File: src/rtl/core/spq_pkg.sv
// ----------------------------------------------------------------------------
// Sorted priority queue package
// Status and operation codes and the controller command bundle.
// ----------------------------------------------------------------------------
package spq_pkg;

  typedef logic [1:0] status_t;

  localparam status_t ST_OK    = 2'd0;
  localparam status_t ST_DUP   = 2'd1;
  localparam status_t ST_FULL  = 2'd2;
  localparam status_t ST_EMPTY = 2'd3;

  localparam logic OP_ENQ = 1'b0;
  localparam logic OP_DEQ = 1'b1;

  typedef struct packed {
    logic load;
    logic execute;
  } ctl_cmd_t;

endpackage

File: src/rtl/core/spq_req_if.sv
// ----------------------------------------------------------------------------
// Sorted priority queue request channel
// Valid/ready channel that carries one enqueue or dequeue item.
// ----------------------------------------------------------------------------
interface spq_req_if #(
  parameter int PRIO_BITS = 16,
  parameter int TAG_BITS  = 32
);
  logic                 valid;
  logic                 ready;
  logic                 op;
  logic [PRIO_BITS-1:0] prio;
  logic [TAG_BITS-1:0]  tag_in;

  modport source (output valid, output op, output prio, output tag_in, input ready);
  modport sink (input valid, input op, input prio, input tag_in, output ready);
endinterface

File: src/rtl/core/spq_rsp_if.sv
// ----------------------------------------------------------------------------
// Sorted priority queue result channel
// Valid/ready channel that carries one result item per request.
// ----------------------------------------------------------------------------
interface spq_rsp_if #(
  parameter int TAG_BITS = 32,
  parameter int CNT_BITS = 5
);
  logic                valid;
  logic                ready;
  logic [1:0]          status;
  logic [TAG_BITS-1:0] tag_out;
  logic                tag_out_valid;
  logic [TAG_BITS-1:0] head_tag;
  logic                head_valid;
  logic [CNT_BITS-1:0] entry_count;

  modport source (output valid, output status, output tag_out, output tag_out_valid,
                  output head_tag, output head_valid, output entry_count, input ready);
  modport sink (input valid, input status, input tag_out, input tag_out_valid,
                input head_tag, input head_valid, input entry_count, output ready);
endinterface

File: src/rtl/core/spq_ctrl.sv
// ----------------------------------------------------------------------------
// Sorted priority queue controller
// Two-state sequencer that captures an item, runs it once the result
// register is free, and tracks the result valid flag.
// ----------------------------------------------------------------------------
module spq_ctrl (
  input  logic              clk,
  input  logic              rst_n,
  input  logic              in_valid,
  output logic              in_ready,
  output logic              out_valid,
  input  logic              out_ready,
  output spq_pkg::ctl_cmd_t cmd
);
  import spq_pkg::*;

  localparam logic S_IDLE = 1'b0;
  localparam logic S_EXEC = 1'b1;

  logic state_r, state_nxt;
  logic out_valid_r, out_valid_nxt;
  logic slot_free;

  assign in_ready    = (state_r == S_IDLE);
  assign slot_free   = !out_valid_r || out_ready;
  assign cmd.load    = in_valid && in_ready;
  assign cmd.execute = (state_r == S_EXEC) && slot_free;
  assign out_valid   = out_valid_r;

  always_comb begin
    state_nxt = state_r;
    unique case (state_r)
      S_IDLE: begin
        if (in_valid) state_nxt = S_EXEC;
      end
      S_EXEC: begin
        if (slot_free) state_nxt = S_IDLE;
      end
      default: state_nxt = S_IDLE;
    endcase
  end

  always_comb begin
    out_valid_nxt = out_valid_r;
    if (cmd.execute) begin
      out_valid_nxt = 1'b1;
    end else if (out_ready) begin
      out_valid_nxt = 1'b0;
    end
  end

  always_ff @(posedge clk) begin
    if (!rst_n) begin
      state_r     <= S_IDLE;
      out_valid_r <= 1'b0;
    end else begin
      state_r     <= state_nxt;
      out_valid_r <= out_valid_nxt;
    end
  end

endmodule

File: src/rtl/core/spq_datapath.sv
// ----------------------------------------------------------------------------
// Sorted priority queue datapath
// Row of sorted slot cells with per-cell compare, shift-in insert,
// shift-out removal and the registered result item.
// ----------------------------------------------------------------------------
module spq_datapath #(
  parameter int CAPACITY  = 16,
  parameter int PRIO_BITS = 16,
  parameter int TAG_BITS  = 32,
  parameter int OCC_W     = 5
) (
  input  logic                 clk,
  input  logic                 rst_n,
  input  spq_pkg::ctl_cmd_t    cmd,
  input  logic                 op,
  input  logic [PRIO_BITS-1:0] prio,
  input  logic [TAG_BITS-1:0]  tag_in,
  output spq_pkg::status_t     status,
  output logic [TAG_BITS-1:0]  tag_out,
  output logic                 tag_out_valid,
  output logic [TAG_BITS-1:0]  head_tag,
  output logic                 head_valid,
  output logic [OCC_W-1:0]     entry_count
);
  import spq_pkg::*;

  logic                 op_r;
  logic [PRIO_BITS-1:0] prio_r;
  logic [TAG_BITS-1:0]  tag_r;

  logic [PRIO_BITS-1:0] slot_prio_r [CAPACITY];
  logic [TAG_BITS-1:0]  slot_tag_r  [CAPACITY];
  logic [PRIO_BITS-1:0] slot_prio_nxt [CAPACITY];
  logic [TAG_BITS-1:0]  slot_tag_nxt  [CAPACITY];
  logic [OCC_W-1:0]     occ_r, occ_nxt;

  logic [CAPACITY-1:0]  gt, eq;
  logic                 dup, full, empty;
  status_t              st;

  status_t              status_r;
  logic [TAG_BITS-1:0]  tag_out_r, head_tag_r;
  logic                 tag_out_valid_r, head_valid_r;
  logic [OCC_W-1:0]     count_r;

  always_comb begin
    for (int i = 0; i < CAPACITY; i++) begin
      gt[i] = (OCC_W'(i) < occ_r) && (slot_prio_r[i] > prio_r);
      eq[i] = (OCC_W'(i) < occ_r) && (slot_prio_r[i] == prio_r);
    end
  end

  assign dup   = |eq;
  assign full  = (occ_r == OCC_W'(CAPACITY));
  assign empty = (occ_r == '0);

  always_comb begin
    st      = ST_OK;
    occ_nxt = occ_r;
    for (int i = 0; i < CAPACITY; i++) begin
      slot_prio_nxt[i] = slot_prio_r[i];
      slot_tag_nxt[i]  = slot_tag_r[i];
    end
    if (op_r == OP_ENQ) begin
      if (dup) begin
        st = ST_DUP;
      end else if (full) begin
        st = ST_FULL;
      end else begin
        occ_nxt = occ_r + OCC_W'(1);
        for (int i = 0; i < CAPACITY; i++) begin
          if (!gt[i]) begin
            if (i == 0 || gt[(i == 0) ? 0 : i - 1]) begin
              slot_prio_nxt[i] = prio_r;
              slot_tag_nxt[i]  = tag_r;
            end else begin
              slot_prio_nxt[i] = slot_prio_r[(i == 0) ? 0 : i - 1];
              slot_tag_nxt[i]  = slot_tag_r[(i == 0) ? 0 : i - 1];
            end
          end
        end
      end
    end else begin
      if (empty) begin
        st = ST_EMPTY;
      end else begin
        occ_nxt = occ_r - OCC_W'(1);
        for (int i = 0; i < CAPACITY - 1; i++) begin
          slot_prio_nxt[i] = slot_prio_r[i + 1];
          slot_tag_nxt[i]  = slot_tag_r[i + 1];
        end
      end
    end
  end

  always_ff @(posedge clk) begin
    if (cmd.load) begin
      op_r   <= op;
      prio_r <= prio;
      tag_r  <= tag_in;
    end
    if (cmd.execute) begin
      for (int i = 0; i < CAPACITY; i++) begin
        slot_prio_r[i] <= slot_prio_nxt[i];
        slot_tag_r[i]  <= slot_tag_nxt[i];
      end
      status_r        <= st;
      tag_out_valid_r <= (op_r == OP_DEQ) && !empty;
      tag_out_r       <= ((op_r == OP_DEQ) && !empty) ? slot_tag_r[0] : '0;
      head_valid_r    <= (occ_nxt != '0);
      head_tag_r      <= (occ_nxt != '0) ? slot_tag_nxt[0] : '0;
      count_r         <= occ_nxt;
    end
  end

  always_ff @(posedge clk) begin
    if (!rst_n) begin
      occ_r <= '0;
    end else if (cmd.execute) begin
      occ_r <= occ_nxt;
    end
  end

  assign status        = status_r;
  assign tag_out       = tag_out_r;
  assign tag_out_valid = tag_out_valid_r;
  assign head_tag      = head_tag_r;
  assign head_valid    = head_valid_r;
  assign entry_count   = count_r;

`ifndef SYNTHESIS
  a_occ_bound: assert property (@(posedge clk) disable iff (!rst_n)
    occ_r <= OCC_W'(CAPACITY))
    else $error("occupancy exceeds capacity");

  a_deq_count: assert property (@(posedge clk) disable iff (!rst_n)
    cmd.execute && (op_r == OP_DEQ) && !empty |=> occ_r == $past(occ_r) - OCC_W'(1))
    else $error("dequeue did not remove exactly one item");

  a_enq_count: assert property (@(posedge clk) disable iff (!rst_n)
    cmd.execute && (op_r == OP_ENQ) && !dup && !full
    |=> occ_r == $past(occ_r) + OCC_W'(1))
    else $error("enqueue did not add exactly one item");

  a_sorted_head: assert property (@(posedge clk) disable iff (!rst_n)
    occ_r >= OCC_W'(2) |-> slot_prio_r[0] > slot_prio_r[1])
    else $error("head slot is not the strict maximum");
`endif

endmodule

File: src/rtl/core/sorted_priority_queue.sv
// A request item is captured into the item registers, then executed once the result
// register is free, and its result item is held in that register until taken.
// Items are accepted only in the idle state; a stalled result holds the execute step.
// A new item is accepted while the previous result still waits in its register.
// Reset (rst_n low, synchronous) empties the queue and drops any pending result.
// ----------------------------------------------------------------------------
// Sorted priority queue top level
// Max-first queue of unique priorities with tags, kept in a sorted slot row.
// ----------------------------------------------------------------------------
module sorted_priority_queue #(
  parameter int CAPACITY  = 16,
  parameter int PRIO_BITS = 16,
  parameter int TAG_BITS  = 32
) (
  input  logic      clk,
  input  logic      rst_n,
  spq_req_if.sink   in_ch,
  spq_rsp_if.source out_ch
);
  import spq_pkg::*;

  localparam int OCC_W = $clog2(CAPACITY + 1);

  ctl_cmd_t cmd;

  spq_ctrl u_ctrl (
    .clk       (clk),
    .rst_n     (rst_n),
    .in_valid  (in_ch.valid),
    .in_ready  (in_ch.ready),
    .out_valid (out_ch.valid),
    .out_ready (out_ch.ready),
    .cmd       (cmd)
  );

  spq_datapath #(
    .CAPACITY  (CAPACITY),
    .PRIO_BITS (PRIO_BITS),
    .TAG_BITS  (TAG_BITS),
    .OCC_W     (OCC_W)
  ) u_datapath (
    .clk           (clk),
    .rst_n         (rst_n),
    .cmd           (cmd),
    .op            (in_ch.op),
    .prio          (in_ch.prio),
    .tag_in        (in_ch.tag_in),
    .status        (out_ch.status),
    .tag_out       (out_ch.tag_out),
    .tag_out_valid (out_ch.tag_out_valid),
    .head_tag      (out_ch.head_tag),
    .head_valid    (out_ch.head_valid),
    .entry_count   (out_ch.entry_count)
  );

endmodule

File: src/flat_wrapper.sv
// flat-port wrapper written by rule: the top's interface ports become plain ports
module sorted_priority_queue_flat import spq_pkg::*;
#(
  parameter int CAPACITY  = 16,
  parameter int PRIO_BITS = 16,
  parameter int TAG_BITS  = 32
)
  (clk, rst_n, in_ch_valid, in_ch_op, in_ch_prio, in_ch_tag_in, in_ch_ready, out_ch_valid, out_ch_status, out_ch_tag_out, out_ch_tag_out_valid, out_ch_head_tag, out_ch_head_valid, out_ch_entry_count, out_ch_ready);
  spq_req_if #(.PRIO_BITS(PRIO_BITS), .TAG_BITS(TAG_BITS)) in_ch_i ();
  spq_rsp_if #(.TAG_BITS(TAG_BITS), .CNT_BITS((5))) out_ch_i ();
  input  logic clk;
  input  logic rst_n;
  input wire logic [$bits(in_ch_i.valid)-1:0] in_ch_valid;
  input wire logic [$bits(in_ch_i.op)-1:0] in_ch_op;
  input wire logic [$bits(in_ch_i.prio)-1:0] in_ch_prio;
  input wire logic [$bits(in_ch_i.tag_in)-1:0] in_ch_tag_in;
  output wire logic [$bits(in_ch_i.ready)-1:0] in_ch_ready;
  output wire logic [$bits(out_ch_i.valid)-1:0] out_ch_valid;
  output wire logic [$bits(out_ch_i.status)-1:0] out_ch_status;
  output wire logic [$bits(out_ch_i.tag_out)-1:0] out_ch_tag_out;
  output wire logic [$bits(out_ch_i.tag_out_valid)-1:0] out_ch_tag_out_valid;
  output wire logic [$bits(out_ch_i.head_tag)-1:0] out_ch_head_tag;
  output wire logic [$bits(out_ch_i.head_valid)-1:0] out_ch_head_valid;
  output wire logic [$bits(out_ch_i.entry_count)-1:0] out_ch_entry_count;
  input wire logic [$bits(out_ch_i.ready)-1:0] out_ch_ready;
  assign in_ch_i.valid = in_ch_valid;
  assign in_ch_i.op = in_ch_op;
  assign in_ch_i.prio = in_ch_prio;
  assign in_ch_i.tag_in = in_ch_tag_in;
  assign in_ch_ready = in_ch_i.ready;
  assign out_ch_valid = out_ch_i.valid;
  assign out_ch_status = out_ch_i.status;
  assign out_ch_tag_out = out_ch_i.tag_out;
  assign out_ch_tag_out_valid = out_ch_i.tag_out_valid;
  assign out_ch_head_tag = out_ch_i.head_tag;
  assign out_ch_head_valid = out_ch_i.head_valid;
  assign out_ch_entry_count = out_ch_i.entry_count;
  assign out_ch_i.ready = out_ch_ready;
  sorted_priority_queue #(.CAPACITY(CAPACITY), .PRIO_BITS(PRIO_BITS), .TAG_BITS(TAG_BITS)) u_core (.clk(clk), .rst_n(rst_n), .in_ch(in_ch_i), .out_ch(out_ch_i));
endmodule
File: config.mk
export PLATFORM = sky130hd
export DESIGN_NAME = sorted_priority_queue_flat
export DESIGN_NICKNAME = d
export VERILOG_FILES = /design/src/rtl/core/spq_pkg.sv /design/src/rtl/core/spq_req_if.sv /design/src/rtl/core/spq_rsp_if.sv /design/src/rtl/core/spq_ctrl.sv /design/src/rtl/core/spq_datapath.sv /design/src/rtl/core/sorted_priority_queue.sv /design/src/flat_wrapper.sv
export SDC_FILE = /design/constraint.sdc
export NUM_CORES = 2
export LEC_CHECK = 0
export BUFFER_PORTS_ARGS = -buffer_cell sky130_fd_sc_hd__buf_4
export CAP_MARGIN = 0
export CORE_MARGIN = 1
export CORE_UTILIZATION = 55
export CTS_CLUSTER_DIAMETER = 100
export DETAILED_ROUTE_END_ITERATION = 7
export HOLD_SLACK_MARGIN = 0.05
export PLACE_DENSITY = 0.8
export SLEW_MARGIN = 10
export SYNTH_ARGS = -nofsm -noshare
export SYNTH_HDL_FRONTEND = slang
export SYNTH_SLANG_ARGS = --single-unit
File: constraint.sdc
create_clock -name clk -period 8.9 [get_ports clk]
set_clock_uncertainty 0.05 [all_clocks]
set_input_delay 1.78 -clock clk [delete_from_list [all_inputs] [get_ports clk]]
set_output_delay 1.78 -clock clk [all_outputs]
set_load 0.05 [all_outputs]
Word-level counts from Yosys, hierarchy flattened
Memories as Yosys holds them, arrays and structs flattened.
Index checks and enable logic that the tools add are counted.
- flip-flop bits (word level): 129
- RAM bits: 768
- input bits: 53
- output and inout bits: 75
- word-level logic and storage cells: 195
- memories: 2
- memory list (name ; depth ; bits a word ; rd ports ; clocked after memory_dff ; write ports ; RTL line ; source):
    u_core.u_datapath.slot_tag_r ; 16 ; 32 ; 16 ; 0 ; 16 ; spq_datapath.sv:32 ; logic [TAG_BITS-1:0] slot_tag_r [CAPACITY];
    u_core.u_datapath.slot_prio_r ; 16 ; 16 ; 16 ; 0 ; 16 ; spq_datapath.sv:31 ; logic [PRIO_BITS-1:0] slot_prio_r [CAPACITY];
- $add $sub $neg: 2
- $lt $le $gt $ge: 32
- equality and inequality tests: 17
- mux-type cells: 87
- bitwise logic cells: 1
- reductions and logical operators: 42
- operators by type and width (kind ; number):
    32-bit two-way mux ; 32
    512-bit two-way mux ; 2
    480-bit two-way mux ; 2
    16-bit two-way mux ; 32
    256-bit two-way mux ; 2
    240-bit two-way mux ; 2
    16-bit equality test ; 16
    16-bit > comparator ; 16
    4-bit by 5-bit less-than comparator with 1-bit output, first input constant ; 8
    1-bit logical AND ; 35
    3-bit by 5-bit less-than comparator with 1-bit output, first input constant ; 4
    5-bit two-way mux ; 4
    16-bit OR reduction ; 1
    1-bit by 5-bit less-than comparator with 1-bit output, first input constant ; 2
    2-bit by 5-bit less-than comparator with 1-bit output, first input constant ; 2
    2-bit two-way mux ; 4
    1-bit two-way mux ; 6
    5-bit by 1-bit adder with 5-bit output, second input constant ; 1
    5-bit equality test, second input constant ; 1
    5-bit zero test ; 1
    5-bit nonzero test ; 1
    5-bit by 1-bit subtractor with 5-bit output, second input constant ; 1
    1-bit zero test ; 2
    1-bit case mux with 2 select lines ; 1
    other kinds (3) ; 3

Logic depth before layout (Yosys ltp)
- depth in word-level cells: 7
- gate-level depth with buffers: 14
- gate-level depth less buffers: 11

By module
A second synthesis with hierarchy kept.
- cells, all modules: 4300
- area, all modules: 49226.0 sq um
- modules (own cells, without submodules) (module ; instances ; cells each ; area each (sq um) ; seq. area each (sq um)):
    spq_datapath ; 1 ; 4290 ; 49115.9 ; 26825.7
    spq_ctrl ; 1 ; 10 ; 110.1 ; 40.0

Worst setup path after synthesis
OpenSTA, ideal clock, no wires.
- path type: register to register
- from: register, netlist name u_core.u_datapath.prio_r[9]
- to: memory u_core.u_datapath.slot_prio_r[15][0] (netlist: u_core.u_datapath.slot_prio_r[1][112]) (enable)
- library setup time: 0.513 ns
- data arrival time: 6.086 ns
- required time: 8.337 ns
- slack: 2.251 ns
- stages on the path, launching flop included: 14
- buffers on the path: 4
- period minus slack after synthesis: 6.649 ns
- path through: edfxtp_1 -> inv_1 -> ha_1 -> nand4_1 -> nor4_1 -> a222oi_1 -> nand4_1 -> nor3_2 -> buf_4 -> nand3_1 -> buf_2 -> buf_6 -> clkbuf_1 -> nor3_1
- RTL lines (what ; RTL line):
    end: declaration ; spq_datapath.sv:31

==> metrics.txt <==
status=complete, no violations; DR vias/cell=around 7.6; Area Growth Syn to Fin=9.94%; Total Wirelength=between 150 and 200 mm; Synth top area share=a little under three fifths; Hold Path Stages=1; Yosys cell types=53; Synth Instances=roughly 3900; hold buffers post-CTS=0; CTS buffer count=90; P_leak=21.4 nW; setup TNS=0 ns; worst min path class=reg2reg; pre-CTS setup slack=~2.8 ns; FF+latch count, synth=approximately 900; placed cell count=approximately 4800; Setup crit start kind=flip-flop; IO buf count=127; Worst slew margin=between 10% and 20%; CTS sink cnt=between 800 and 900; hold_sp=u_core.u_datapath.slot_tag_r[1][233]; initial antenna violation count=4; Syn Std Cell Area=~0.05 mm²; Die Area=around 0.09 mm²; RSZ-0062 raised after global routing=no; Period minus WS final=approximately 6.5 ns; P_sw=3.57 mW; minimum hold slack=0.497 ns; Comb pwr share=a little over a fifth; Detail Placement HPWL=roughly 92 mm; setup bufs post-CTS=0; post-route ant nets=0; share of layout cells above drive strength 1=a little under an eighth; switching share of power=~30%; Slew @ Worst Pin=1.30 ns; Critical R2R Launch=u_core.u_datapath.prio_r[12]; leading area contributor after synthesis=edfxtp_1; IO Pins=128; DRT Pass-1 Iters=7; Reg clk slew, reported paths=0.07 ns; top post-synthesis cells by area=edfxtp_1 55%, a221o_1 13%, and3_1 7.9%; max-slew violation count=0; internal power=~8.3 mW; number of flops mapped to enable cells by yosys=between 800 and 900; WHS Endpoint=u_core.u_datapath.slot_tag_r[1][201]; Rows=108; Die Span Y=approximately 300 µm; Avg Inst Size Synth=between 10 and 15 µm²; DR vias=around 38000; clk root buf=clkbuf_16; final setup vio count=0; fin cells=~5000; CP Class=reg2reg; DR WL/cell=32.2 µm; Hold Violations, Final=0; first-pass GRT wire length=roughly 230 mm; sequential area share after synthesis=between 50 and 60%; syn nets=around 4200; H-tree Lvls=3; crit-path max FO=254; ys async rst share=0%; clock power share=about 34%; max cap viols=0; worst path arrival time=about 7.0 ns; r2r endpoint=u_core.u_datapath.slot_tag_r[0][237]; Antenna diodes=0; Power Density=about 220 mW/mm²; clock latency on the worst-skew pair=0.67 ns; CTS tree=done; Worst Path Required=~9.4 ns; reg2reg setup slack=roughly 2.4 ns; PostCTS Resize Cnt=0; Die Width=roughly 300 µm; largest net degree at the start of global routing=255; Final #Nets=roughly 4000; 1st-iter DRT viols=around 7000; Final Worst Setup Slack=around 2.4 ns; Worst Setup End Kind=flip-flop; GPL Wtd Cong=around 0.97; clock tree buffer depth=3; Seq pwr share=between 40% and 50%; number of global-route vias before repair=~36000; Reg2Reg Depth=12; Top FF cell, synth=edfxtp_1; Initial Utilization=about 56%; Synth Warn #=0; Final Util=61.3%; VDD IR max=0.201 mV; Core Area=a little under 0.09 mm²; detailed-route DRC error count=0; GR Overflow Total=0; final worst-path cycle share=approximately 73%; Max Clk Rate=roughly 0.15 GHz; GRT Overall Usage=34.6%
==> metal layers <==
layer  GRT usage (%)  wire length (µm)  share of wire (%)  up-vias
met4            14.1              6640                4.1        4
met2            48.0             66300                 41     3490
li1                -                 -                  -    15599
met3            11.0             26700                 17      467
met1            50.2             60800                 38    18418
met5               0                24              0.015        -
==> synthesized netlist by cell type (21+ instances only) <==
master    number
a21o_1       108
a21oi_1      111
a221o_1      612
and2_1        68
and3_1       612
buf_2         67
clkbuf_1     310
edfxtp_1     890
ha_1         260
inv_1         79
mux2_2        76
mux2i_1       66
nand2_1      117
nand3_1       21
nand4_1       68
nor2_1        82
o211a_1       33
o21a_1        44
o21ai_0       89
==> through the flow <==
step | total power, mW | area, µm²
detailed placement | 7.86 | 50400
floorplan | 7.04 | 48600
finish | 11.9 | 53400
global route | 12.2 | 53400
global placement | 7.78 | 50400
CTS | 11.8 | 53400
==> final cells by class <==
class / instances / area (µm²)
clock inverter: 55 / 649
sequential: 897 / 26900
clock buffer: 109 / 2370
multi-input combinational: 2495 / 20200
fill: 6542 / 33800
inverter: 79 / 307
tap: 1155 / 1450
timing repair buffer: 195 / 1530
==> worst max-delay path by stage <==
stage	slack (ns)	to	from	cells after the start
3_5_place_dp	2.77	u_core.u_datapath.slot_tag_r[1][231]	u_core.u_datapath.prio_r[12]	10
5_1_grt	2.35	u_core.u_datapath.slot_tag_r[1][205]	u_core.u_datapath.prio_r[9]	12
4_1_cts	2.73	u_core.u_datapath.slot_tag_r[1][231]	u_core.u_datapath.prio_r[12]	10
2_1_floorplan	2.25	u_core.u_datapath.slot_prio_r[1][112]	u_core.u_datapath.prio_r[9]	13
6_report	2.42	u_core.u_datapath.slot_tag_r[0][237]	u_core.u_datapath.prio_r[12]	12
3_3_place_gp	2.83	u_core.u_datapath.slot_tag_r[1][230]	u_core.u_datapath.prio_r[12]	10
==> logic make-up after synthesis <==
group,after synthesis,share of synthesized area (%)
AO/OA/AOI/OAI,1061,18.8
XOR/XNOR,3,0.0541
adder cells (fa/ha/maj),260,6.70
buffers and inverters,463,3.77
flip-flops,897,55.3
multiplexers,145,3.19
AND/OR/NAND/NOR,1026,12.2
==> sequential cells by signal, indices dropped and copies added, names as in the netlist <==
signal and cells:
u_core.u_datapath.slot_tag_r 512, u_core.u_datapath.slot_prio_r 256, u_core.u_datapath.head_tag 32, u_core.u_datapath.tag_out 32, u_core.u_datapath.tag_r 32, u_core.u_datapath.prio_r 16, u_core.u_datapath.entry_count 5, u_core.u_datapath.occ_r 5
u_core.u_datapath.status 2, u_core.u_ctrl.out_valid 1, u_core.u_ctrl.state_r 1, u_core.u_datapath.head_valid 1, u_core.u_datapath.op_r 1, u_core.u_datapath.tag_out_valid 1
==> cell usage in the layout, fill, tap and decap left out, types with 21 or more instances in the layout <==
cell | Yosys | final
o21a_1 | 44 | 44
o21ai_0 | 89 | 89
edfxtp_1 | 890 | 890
o211a_1 | 33 | 33
clkbuf_16 | 0 | 92
a221o_1 | 612 | 612
ha_1 | 260 | 260
mux2i_1 | 66 | 66
and2_1 | 68 | 68
a21o_1 | 108 | 108
and3_1 | 612 | 611
inv_1 | 79 | 77
nor2_4 | 7 | 21
buf_4 | 1 | 190
mux2_2 | 76 | 76
nor2_1 | 82 | 67
a21oi_1 | 111 | 103
nand2_1 | 117 | 115
nand4_1 | 68 | 68
==> power by group through the flow <==
stage	sequential [mW]	combinational, mW	clock, mW
floorplan	5.46	1.58	0
global placement	5.45	2.34	0
detailed placement	5.44	2.41	0
CTS	5.37	2.42	4.00
global route	5.40	2.62	4.15
finish	5.39	2.52	4.01
==> worst max-delay path, stage by stage, from the launching register on <==
cell and delay, ns:
edfxtp_1 0.40, inv_1 0.74, ha_1 0.39, nand4_1 0.12, nor4_1 0.10, a222oi_1 0.41
nand4_1 0.17, nor3_2 0.96, and3_4 0.88, buf_12 0.32, buf_12 0.53, and2_1 0.62
a221o_1 0.25
No activity file was read; power rests on OpenSTA's default activity.
